File: config.mk
export PLATFORM = sky130hd
export DESIGN_NAME = button_press_classifier_flat
export DESIGN_NICKNAME = d
export VERILOG_FILES = /design/src/sv/bpc_pkg.sv /design/src/sv/bpc_in_if.sv /design/src/sv/bpc_out_if.sv /design/src/sv/button_press_classifier.sv /design/src/flat_wrapper.sv
export VERILOG_INCLUDE_DIRS = /design/src /design/src/sv
export SDC_FILE = /design/constraint.sdc
export NUM_CORES = 1
export LEC_CHECK = 0
export BUFFER_PORTS_ARGS = -buffer_cell sky130_fd_sc_hd__buf_2
export CORE_MARGIN = 4
export CORE_UTILIZATION = 60
export CTS_CLUSTER_SIZE = 10
export DETAILED_ROUTE_END_ITERATION = 7
export PLACE_DENSITY_LB_ADDON = 0.1
export SYNTH_ARGS = -nofsm -noshare
export SYNTH_HDL_FRONTEND = slang
export SYNTH_SLANG_ARGS = --single-unit
File: constraint.sdc
create_clock -name clk -period 8.6 [get_ports clk]
set_input_delay 1.29 -clock clk [delete_from_list [all_inputs] [get_ports clk]]
set_output_delay 1.29 -clock clk [all_outputs]
set_load 0.05 [all_outputs]
File: src/sv/button_press_classifier_defines.svh
// ----------------------------------------------------------------------------
// button_press_classifier_defines
// Assertion macros shared by the button press classifier RTL.
// ----------------------------------------------------------------------------
`ifndef BUTTON_PRESS_CLASSIFIER_DEFINES_SVH
`define BUTTON_PRESS_CLASSIFIER_DEFINES_SVH

`ifndef SYNTHESIS
`define BPC_ASSERT_IMP(label, ante, cons) \
	label: assert property (@(posedge clk) disable iff (!arst_n) (ante) |-> (cons)) \
		else $error("bpc assertion failed");
`define BPC_ASSERT_NEXT(label, ante, cons) \
	label: assert property (@(posedge clk) disable iff (!arst_n) (ante) |=> (cons)) \
		else $error("bpc assertion failed");
`else
`define BPC_ASSERT_IMP(label, ante, cons)
`define BPC_ASSERT_NEXT(label, ante, cons)
`endif

`endif

File: src/sv/bpc_pkg.sv
// ----------------------------------------------------------------------------
// bpc_pkg
// Types and constants of the button press classifier.
// ----------------------------------------------------------------------------
package bpc_pkg;

	localparam int TIME_WIDTH = 32;
	localparam int CFG_W      = 16;
	localparam int STATUS_W   = 3;

	localparam logic [CFG_W-1:0] DEBOUNCE_RESET   = 16'd20;
	localparam logic [CFG_W-1:0] LONG_PRESS_RESET = 16'd1000;

	typedef logic [TIME_WIDTH-1:0] time_t;
	typedef logic [CFG_W-1:0]      cfg_t;

	typedef enum logic [0:0] {
		CFG_DEBOUNCE   = 1'b0,
		CFG_LONG_PRESS = 1'b1
	} cfg_idx_t;

	typedef enum logic [STATUS_W-1:0] {
		ST_IDLE     = 3'd0,
		ST_DEBOUNCE = 3'd1,
		ST_PRESSED  = 3'd2,
		ST_RELEASED = 3'd3,
		ST_LONG     = 3'd4,
		ST_HOLDING  = 3'd5,
		ST_LONGLONG = 3'd6
	} state_t;

endpackage

File: src/sv/bpc_in_if.sv
// ----------------------------------------------------------------------------
// bpc_in_if
// Poll channel: timestamp and pin level, valid/ready handshake.
// ----------------------------------------------------------------------------
interface bpc_in_if;
	logic                            valid;
	logic                            ready;
	logic [bpc_pkg::TIME_WIDTH-1:0]  now_ms;
	logic                            pin_released;

	modport source (output valid, output now_ms, output pin_released, input ready);
	modport sink   (input valid, input now_ms, input pin_released, output ready);
endinterface

File: src/sv/bpc_out_if.sv
// ----------------------------------------------------------------------------
// bpc_out_if
// Status channel: status code and event flag, valid/ready handshake.
// ----------------------------------------------------------------------------
interface bpc_out_if;
	logic                           valid;
	logic                           ready;
	logic [bpc_pkg::STATUS_W-1:0]   status;
	logic                           is_event;

	modport source (output valid, output status, output is_event, input ready);
	modport sink   (input valid, input status, input is_event, output ready);
endinterface

File: src/sv/button_press_classifier.sv
// ----------------------------------------------------------------------------
// button_press_classifier
// Debounced push button with release, long press and long-press autorepeat.
// ----------------------------------------------------------------------------
// Each poll item carries a millisecond timestamp and the pin level and yields
// exactly one status item. The block takes one item per clock cycle while the
// output is not held. An item is captured in the input register when it is
// accepted and is presented at the output from the result register, which
// loads it when the item fires. The rate is set by the update of the press
// state and the stored event time when an item fires; the next item reads
// them. A held result stalls the input only while the input register is
// also full.
`include "button_press_classifier_defines.svh"

module button_press_classifier (
	input  logic                  clk,
	input  logic                  arst_n,
	input  logic                  cfg_we,
	input  logic                  cfg_index,
	input  logic [bpc_pkg::CFG_W-1:0] cfg_data,
	bpc_in_if.sink                in_ch,
	bpc_out_if.source             out_ch
);

	logic               valid_s1;
	bpc_pkg::time_t     now_s1;
	logic               pin_s1;

	bpc_pkg::cfg_t      debounce_q;
	bpc_pkg::cfg_t      long_press_q;
	bpc_pkg::state_t    state_q;
	bpc_pkg::time_t     event_time_q;

	logic               out_valid_q;
	bpc_pkg::state_t    status_q;
	logic               is_event_q;

	logic               fire;
	bpc_pkg::time_t     diff;
	bpc_pkg::time_t     elapsed2;
	bpc_pkg::time_t     debounce_ext;
	bpc_pkg::time_t     long_ext;
	bpc_pkg::state_t    upd_state;
	bpc_pkg::state_t    next_state;
	bpc_pkg::state_t    status;
	logic               time_set;
	logic               event_set;
	logic               is_event;

	assign fire        = valid_s1 && (!out_valid_q || out_ch.ready);
	assign in_ch.ready = !valid_s1 || fire;

	assign debounce_ext = {{(bpc_pkg::TIME_WIDTH-bpc_pkg::CFG_W){1'b0}}, debounce_q};
	assign long_ext     = {{(bpc_pkg::TIME_WIDTH-bpc_pkg::CFG_W){1'b0}}, long_press_q};
	assign diff         = now_s1 - event_time_q;

	always_comb begin
		upd_state = state_q;
		time_set  = 1'b0;
		case (state_q)
			bpc_pkg::ST_IDLE: begin
				if (!pin_s1) begin
					upd_state = bpc_pkg::ST_DEBOUNCE;
					time_set  = 1'b1;
				end
			end
			bpc_pkg::ST_DEBOUNCE: begin
				if (diff >= debounce_ext)
					upd_state = bpc_pkg::ST_PRESSED;
			end
			bpc_pkg::ST_PRESSED: begin
				if (pin_s1) begin
					upd_state = bpc_pkg::ST_RELEASED;
				end else if (diff >= long_ext) begin
					upd_state = bpc_pkg::ST_LONG;
					time_set  = 1'b1;
				end
			end
			default: ;
		endcase

		// event time just taken from now: zero elapsed
		elapsed2   = time_set ? '0 : diff;
		status     = upd_state;
		next_state = upd_state;
		event_set  = time_set;
		if (upd_state == bpc_pkg::ST_RELEASED) begin
			next_state = bpc_pkg::ST_IDLE;
		end else if (upd_state inside {bpc_pkg::ST_LONG, bpc_pkg::ST_HOLDING,
				bpc_pkg::ST_LONGLONG}) begin
			if (pin_s1) begin
				next_state = bpc_pkg::ST_IDLE;
			end else if (elapsed2 < long_ext) begin
				next_state = bpc_pkg::ST_HOLDING;
			end else begin
				event_set = 1'b1;
				status    = bpc_pkg::ST_LONGLONG;
			end
		end

		is_event = status inside {bpc_pkg::ST_RELEASED, bpc_pkg::ST_LONG,
			bpc_pkg::ST_LONGLONG};
	end

	always_ff @(posedge clk or negedge arst_n) begin
		if (!arst_n) begin
			debounce_q   <= bpc_pkg::DEBOUNCE_RESET;
			long_press_q <= bpc_pkg::LONG_PRESS_RESET;
		end else if (cfg_we) begin
			case (bpc_pkg::cfg_idx_t'(cfg_index))
				bpc_pkg::CFG_DEBOUNCE:   debounce_q   <= cfg_data;
				bpc_pkg::CFG_LONG_PRESS: long_press_q <= cfg_data;
				default: ;
			endcase
		end
	end

	always_ff @(posedge clk or negedge arst_n) begin
		if (!arst_n) begin
			valid_s1 <= 1'b0;
		end else if (in_ch.ready) begin
			valid_s1 <= in_ch.valid;
		end
	end

	always_ff @(posedge clk) begin
		if (in_ch.ready && in_ch.valid) begin
			now_s1 <= in_ch.now_ms;
			pin_s1 <= in_ch.pin_released;
		end
	end

	always_ff @(posedge clk or negedge arst_n) begin
		if (!arst_n) begin
			state_q      <= bpc_pkg::ST_IDLE;
			event_time_q <= '0;
		end else if (fire) begin
			state_q <= next_state;
			if (event_set)
				event_time_q <= now_s1;
		end
	end

	always_ff @(posedge clk or negedge arst_n) begin
		if (!arst_n) begin
			out_valid_q <= 1'b0;
		end else if (fire) begin
			out_valid_q <= 1'b1;
		end else if (out_ch.ready) begin
			out_valid_q <= 1'b0;
		end
	end

	always_ff @(posedge clk) begin
		if (fire) begin
			status_q   <= status;
			is_event_q <= is_event;
		end
	end

	assign out_ch.valid    = out_valid_q;
	assign out_ch.status   = status_q;
	assign out_ch.is_event = is_event_q;

	`BPC_ASSERT_IMP(a_no_transient_state, 1'b1,
		state_q != bpc_pkg::ST_RELEASED && state_q != bpc_pkg::ST_LONGLONG)
	`BPC_ASSERT_IMP(a_released_goes_idle, out_valid_q && status_q == bpc_pkg::ST_RELEASED,
		state_q == bpc_pkg::ST_IDLE)
	`BPC_ASSERT_IMP(a_long_goes_holding, out_valid_q && status_q == bpc_pkg::ST_LONG,
		state_q == bpc_pkg::ST_HOLDING || state_q == bpc_pkg::ST_IDLE)
	`BPC_ASSERT_NEXT(a_fire_fills_output, fire, out_valid_q)

endmodule
File: src/flat_wrapper.sv
// flat-port wrapper written by rule: the top's interface ports become plain ports
module button_press_classifier_flat 
  (clk, arst_n, cfg_we, cfg_index, cfg_data, in_ch_valid, in_ch_now_ms, in_ch_pin_released, in_ch_ready, out_ch_valid, out_ch_status, out_ch_is_event, out_ch_ready);
  bpc_in_if in_ch_i ();
  bpc_out_if out_ch_i ();
  input  logic clk;
  input  logic arst_n;
  input  logic cfg_we;
  input  logic cfg_index;
  input  logic [bpc_pkg::CFG_W-1:0] cfg_data;
  input wire logic [$bits(in_ch_i.valid)-1:0] in_ch_valid;
  input wire logic [$bits(in_ch_i.now_ms)-1:0] in_ch_now_ms;
  input wire logic [$bits(in_ch_i.pin_released)-1:0] in_ch_pin_released;
  output wire logic [$bits(in_ch_i.ready)-1:0] in_ch_ready;
  output wire logic [$bits(out_ch_i.valid)-1:0] out_ch_valid;
  output wire logic [$bits(out_ch_i.status)-1:0] out_ch_status;
  output wire logic [$bits(out_ch_i.is_event)-1:0] out_ch_is_event;
  input wire logic [$bits(out_ch_i.ready)-1:0] out_ch_ready;
  assign in_ch_i.valid = in_ch_valid;
  assign in_ch_i.now_ms = in_ch_now_ms;
  assign in_ch_i.pin_released = in_ch_pin_released;
  assign in_ch_ready = in_ch_i.ready;
  assign out_ch_valid = out_ch_i.valid;
  assign out_ch_status = out_ch_i.status;
  assign out_ch_is_event = out_ch_i.is_event;
  assign out_ch_i.ready = out_ch_ready;
  button_press_classifier u_core (.clk(clk), .arst_n(arst_n), .cfg_we(cfg_we), .cfg_index(cfg_index), .cfg_data(cfg_data), .in_ch(in_ch_i), .out_ch(out_ch_i));
endmodule
======== Yosys cells after proc, flatten, opt, wreduce, memory -nomap -nowiden ========
Cells that the tools add are included.
operators by class
  bitwise gates (word level) .............. 1
  magnitude comparators ................... 3
  mux-type cells .......................... 24
  $add $sub $neg .......................... 1
  reductions and logical operators ........ 13
  equality and inequality tests ........... 9
operators with widths
  operator            number
  $ge 32x16->1        2
  $mux 3              12
  $lt 32x16->1        1
  $mux 32             1
  $sub 32x32->32      1
  $eq 3x3->1 const B  5
  $eq 3x2->1 const B  3
  $mux 1              9
  $pmux 3 s3          1
  $reduce_and 2->1    3
  $reduce_bool 3->1   2
  $eq 3x1->1 const B  1
  $logic_not 3->1     1
  $logic_and 1x1->1   2
  $logic_not 1->1     2
  $logic_or 1x1->1    2
  $pmux 1 s2          1
  $reduce_bool 2->1   1
  $not 1->1           1
word-level totals
  word-level logic and storage cells ...... 61
  bits of input ports ..................... 55
  register bits ........................... 106

======== Depth between registers and ports, before layout ========
  word-level depth ........................ 13
  gate-level depth with buffers ........... 31
  mapped depth without buffers ............ 28

======== Worst setup path before layout ========
No wires, ideal clock.
  path kind ............................... register -> register
  start point ............................. register u_core.now_s1[0]
  end point ............................... register u_core.status_q[1], in the netlist u_core.out_ch.status[1], data pin
  data arrival time ....................... 5.849 ns
  required time ........................... 8.346 ns
  library setup time ...................... 0.254 ns
  cell stages (with the launch flop) ...... 32
  path slack .............................. 2.497 ns
  clock period less this slack ............ 6.103 ns
  path through ............................ edfxtp_1 > inv_1 > ha_1 > inv_1 > fa_1 > a211oi_2 > o21ai_1 > a21boi_0 > o21ai_0 > xor2_1 > ha_1 > a21o_1 > a21oi_1 > o21ai_0 > a21oi_1 > nand3b_1 > or4_1 > buf_6 > nand2_2 > clkbuf_2 > and2_1 > ha_1 > a21o_1 > a21o_1 > a21oi_1 > o21ai_0 > a211oi_1 > inv_1 > nor3_1 > nor2_2 > buf_2 > a21o_1
between the ends
  word-level cells in the longest chain between the ends .. 11
  elaborated cells between the ends (all ways) .. 21
ends and longest elaborated chain
  item                    line                            text
  start, declared         button_press_classifier.sv:26   bpc_pkg::time_t now_s1;
  start signal, assigned  button_press_classifier.sv:128  now_s1 <= in_ch.now_ms;
  $sub 32x32->32 *        button_press_classifier.sv:55   assign diff = now_s1 - event_time_q;
  $ge 32x16->1            button_press_classifier.sv:74   end else if (diff >= long_ext) begin
  $mux 1                  button_press_classifier.sv:74
  $mux 1                  button_press_classifier.sv:72   if (pin_s1) begin
  $pmux 1 s2              button_press_classifier.sv:60   case (state_q)
  $mux 32                 button_press_classifier.sv:83   elapsed2 = time_set ? '0 : diff;
  $lt 32x16->1            button_press_classifier.sv:93   end else if (elapsed2 < long_ext) begin
  $mux 3                  button_press_classifier.sv:93
  $mux 3                  button_press_classifier.sv:91   if (pin_s1) begin
  $mux 3                  button_press_classifier.sv:89   end else if (upd_state inside {bpc_pkg::ST_LONG, bpc_pkg::ST_HOLDING,
  $mux 3 *                button_press_classifier.sv:87   if (upd_state == bpc_pkg::ST_RELEASED) begin
  net u_core.status[1]    button_press_classifier.sv:45   bpc_pkg::state_t status;
  end signal, assigned    button_press_classifier.sv:156  status_q <= status;
  end, declared           button_press_classifier.sv:35   bpc_pkg::state_t status_q;
The timed path passes the listed nets; every way through them passes the cells marked *.
A chain may end at the register's enable or synchronous reset.

======== Final worst setup path ========
  start point ............................. register u_core.event_time_q[1]
  end point ............................... register u_core.is_event_q, in the netlist u_core.out_ch.is_event, data pin
between the ends
  word-level cells in the longest chain between the ends .. 13
  elaborated cells between the ends (all ways) .. 25
ends and longest elaborated chain
  item                                             line                            text
  start, declared                                  button_press_classifier.sv:32   bpc_pkg::time_t event_time_q;
  start signal, assigned                           button_press_classifier.sv:140  event_time_q <= now_s1;
  $sub 32x32->32 *                                 button_press_classifier.sv:55
  $ge 32x16->1                                     button_press_classifier.sv:74
  $mux 1                                           button_press_classifier.sv:74
  $mux 1                                           button_press_classifier.sv:72
  $pmux 1 s2                                       button_press_classifier.sv:60
  $mux 32                                          button_press_classifier.sv:83
  $lt 32x16->1                                     button_press_classifier.sv:93
  $mux 3                                           button_press_classifier.sv:93
  $mux 3                                           button_press_classifier.sv:91
  $mux 3                                           button_press_classifier.sv:89
  $mux 3 *                                         button_press_classifier.sv:87
  $eq 3x2->1 / $eq 3x3->1 (equally long branches)  button_press_classifier.sv:101  is_event = status inside {bpc_pkg::ST_RELEASED, bpc_pkg::ST_LONG,
  $reduce_bool 3->1 *                              button_press_classifier.sv:101
  net u_core.is_event                              button_press_classifier.sv:48   logic is_event;
  end signal, assigned                             button_press_classifier.sv:157  is_event_q <= is_event;
  end, declared                                    button_press_classifier.sv:36   logic is_event_q;
Marks and branches as above.

==> metrics.md <==
| Metric | Value |
|---|---|
| Status | `finished clean` |
| Worst Hold Endpoint | `u_core.long_press_q[2]` |
| Worst-path clk slew | `0.08 ns` |
| Crit-path max FO | `28` |
| Initial antenna violation count | `0` |
| Max-cap violation count | `0` |
| Mapped Area | `8630 sq um` |
| IR drop worst, VDD | `0.146 mV` |
| Simple-gate share of the synthesized area | `0.207` |
| Mapped Cells | `938` |
| Antenna-violating nets left | `0` |
| Unrepaired setup endpoints after global routing | `false` |
| Synthesized-area fraction occupied by adder cells | `0.115` |
| HP Start | `u_core.long_press_q[2]` |
| # setup viols final | `0` |
| Pwr/cell area | `275 nW/um^2` |
| Crit-path most repeated cell | `o21ai_0` |
| Hold WC Path Type | `reg2reg` |
| First DRT Iteration DRCs | `684` |
| FF-to-FF setup slack | `1.10 ns` |
| Drt wl/cell | `21.1 um` |
| Gp weighted congestion | `0.944` |
| Global-route wire length before repair | `39,300 um` |
| Post-synthesis xor/xnor area fraction | `0.0233` |
| Max Slew Vio Count | `0` |
| Placed Area | `8980 sq um` |
| Reg2reg end | `u_core.out_ch.is_event` |
| Arr. time, crit path | `7.69 ns` |
| Post-synthesis sequential area ratio | `0.330` |
| Die ar. | `16,400 sq um` |
| Leakage power | `4.10 nW` |
| Multiplexer share of the synthesized area | `0.0233` |
| Worst EP required | `8.79 ns` |
| Worst setup path class | `reg2reg` |
| Final Hold Fails | `0` |
| Synth Flop Type | `dfrtp_1` |
| Net count after synthesis | `1,072` |
| CTS tree | `done` |
| Synth top area cells | `dfrtp_1 (18%), edfxtp_1 (13%), ha_1 (11%), o21ai_0 (4.8%), o221a_1 (3.7%)` |
| Post-CTS Setup Inserts | `0` |
| CP Launch Type | `flip-flop` |
| Vias | `7,700` |
| Most numerous cell in the Yosys netlist | `o21ai_0` |
| Area leader, netlist | `dfrtp_1` |
| Fraction of the mapped netlist area in compound gates | `0.236` |
| Vias in the first global route | `7,698` |
| Nets | `1,098` |
| I/O pin total | `61` |
| Worst-case clock buffer depth | `2` |
| Largest family of logic cells by synthesized area | `compound AO/OA/AOI/OAI gates` |
| Max frequency | `0.133 GHz` |
| Pin count of the biggest net entering global routing | `70` |
| Clk sink count | `106` |
| Row Count | `43` |
| YS warnings | `0` |
| Count of cell types in the netlist | `79` |
| Initial Util | `0.617` |
| Via/cell ratio | `6.70` |
| Synth Area per Inst | `9.21 sq um` |
| Setup tns final | `0 ns` |
| Ys async rst share | `0.651` |
| Clock Skew | `0.00544 ns` |
| Final Cell Area | `9310 sq um` |
| CP peak stage delay | `0.67 ns` |
| Inserted Diodes | `0` |
| Port-buffer cells | `60` |
| Grt total ovfl | `0` |
| Final min period | `7.50 ns` |
| Core box area | `14,000 sq um` |
| Tightest Pin Transition | `0.974 ns` |
| DIE WIDTH | `128 um` |
| Slowest CP cell | `or4b_2` |
| Synth top cells by count | `o21ai_0 (83), ha_1 (78), inv_1 (71), dfrtp_1 (61), a21oi_1 (55)` |
| Skew-Pair Late Insertion Delay | `0.36 ns` |
| Layout cells sized above 1 | `0.185` |
| #FFs+latches synth | `106` |
| Worst R2R Start | `u_core.event_time_q[1]` |
| DRC viols | `0` |
| Relative slew slack | `0.348` |
| Number of CTS-inserted buffers | `9` |
| Share of the synthesized area in the top cell type | `0.177` |
| Post-CTS resize count | `0` |
| Final WL | `24,200 um` |
| Clock H-tree levels | `3` |
| Dpl hpwl | `17,200 um` |
| Die Ht | `128 um` |
| Clk root buf | `clkbuf_16` |
| CTS Hold Bufs | `0` |
| Number of synthesized flops with an enable pin | `37` |
| Fin crit share | `0.872` |
| Area Growth Syn to Fin | `7.81%` |
| Worst setup EP type | `flip-flop` |
| Overall Global Routing Usage | `0.298` |
| FF-to-FF path depth | `28` |
| Hold path cells | `1` |
| DRT Pass-1 Iters | `5` |
## how the worst max path moves through the flow
stage,start,to,cells after the start,slack (ns)
floorplan,u_core.now_s1[0],u_core.out_ch.status[1],31,2.50
global placement,u_core.now_s1[1],u_core.out_ch.status[1],28,1.67
detailed placement,u_core.event_time_q[1],u_core.out_ch.is_event,28,1.38
CTS,u_core.now_s1[1],u_core.out_ch.is_event,27,1.27
global route,u_core.event_time_q[1],u_core.out_ch.is_event,28,0.55
finish,u_core.event_time_q[1],u_core.out_ch.is_event,28,1.10
## layer usage
metal | track usage | routed length [um] | vias up
met3 | 0.0563 | 1670 | 38
met5 | 0 | 0 | -
met2 | 0.471 | 11200 | 320
li1 | - | - | 3575
met4 | 0.102 | 467 | 0
met1 | 0.410 | 10900 | 3767
## per-stage QoR
step	power (W)	util	cells	worst slack [ns]	hold slack, ns
after floorplan	0.00174	-	938	2.50	0.479
after global placement	0.00202	0.642	1133	1.67	0.491
after detailed placement	0.00209	0.642	1133	1.38	0.498
after CTS	0.00254	0.665	1149	1.27	0.514
after global routing	0.00275	0.665	1149	0.551	0.531
final	0.00256	0.665	1149	1.10	0.513
## where the power goes
part,total (W),switching [W],internal [W]
logic,0.00145,0.000899,0.000548
registers,0.000667,0.0000512,0.000616
clock network,0.000449,0.000206,0.000243
## registers in the layout (all words and copies together), names as in the netlist
signal and count:
u_core.debounce_q 16, u_core.event_time_q 32, u_core.long_press_q 16, u_core.now_s1 32
u_core.out_ch.is_event 1, u_core.out_ch.status 3, u_core.out_ch.valid 1, u_core.pin_s1 1
u_core.state_q 3, u_core.valid_s1 1
## cells by family after synthesis
group / after synthesis
AO/OA/AOI/OAI: 290
multiplexers: 18
AND/OR/NAND/NOR: 293
adder cells (fa/ha/maj): 79
XOR/XNOR: 23
flip-flops: 106
buffers and inverters: 129
## cell type report
type / instances / area, sq um
fillers: 1134 / 4680
clock inverters: 4 / 35.0
inverters: 72 / 270
well taps: 180 / 225
repair buffers: 72 / 390
clock buffers: 12 / 289
flip-flops and latches: 106 / 2850
multi-input cells: 703 / 5250
## cell usage in the layout, fill, tap and decap left out, types with 3 or more instances in the layout
master and count:
nand2_1 50, or3_1 4, o21ai_0 83, a21boi_0 4, a21oi_2 6, and3_1 38, xor2_1 12, ha_1 78
buf_2 60, nand3_2 29, and2_1 21, nand4_1 46, mux2_2 17, nor2b_1 8, a211oi_1 4, nor4_1 5
nand3_1 14, nand2b_1 9, o21bai_1 3, nor2_1 33, dfrtp_1 61, a31oi_1 7, inv_1 71, a21oi_1 54
o221a_1 28, nor3_1 14, o211a_1 4, clkbuf_16 11, dfstp_2 8, buf_4 12, xnor2_1 11, edfxtp_1 37
o211ai_1 40, a211o_1 3, a21o_1 22, nand2_2 3
## worst max-delay path, delay by kind of cell (launching register included)
| family | cells | cell delay [ns] |
|---|---|---|
| adders and majority gates | 3 | 0.74 |
| buffers and inverters | 2 | 0.58 |
| xor gates and xnor gates | 1 | 0.36 |
| AOI/OAI and AO/OA | 13 | 2.82 |
| and+or+nand+nor | 9 | 2.44 |
| DFF | 1 | 0.39 |
Power figures use the tool's default switching activity.
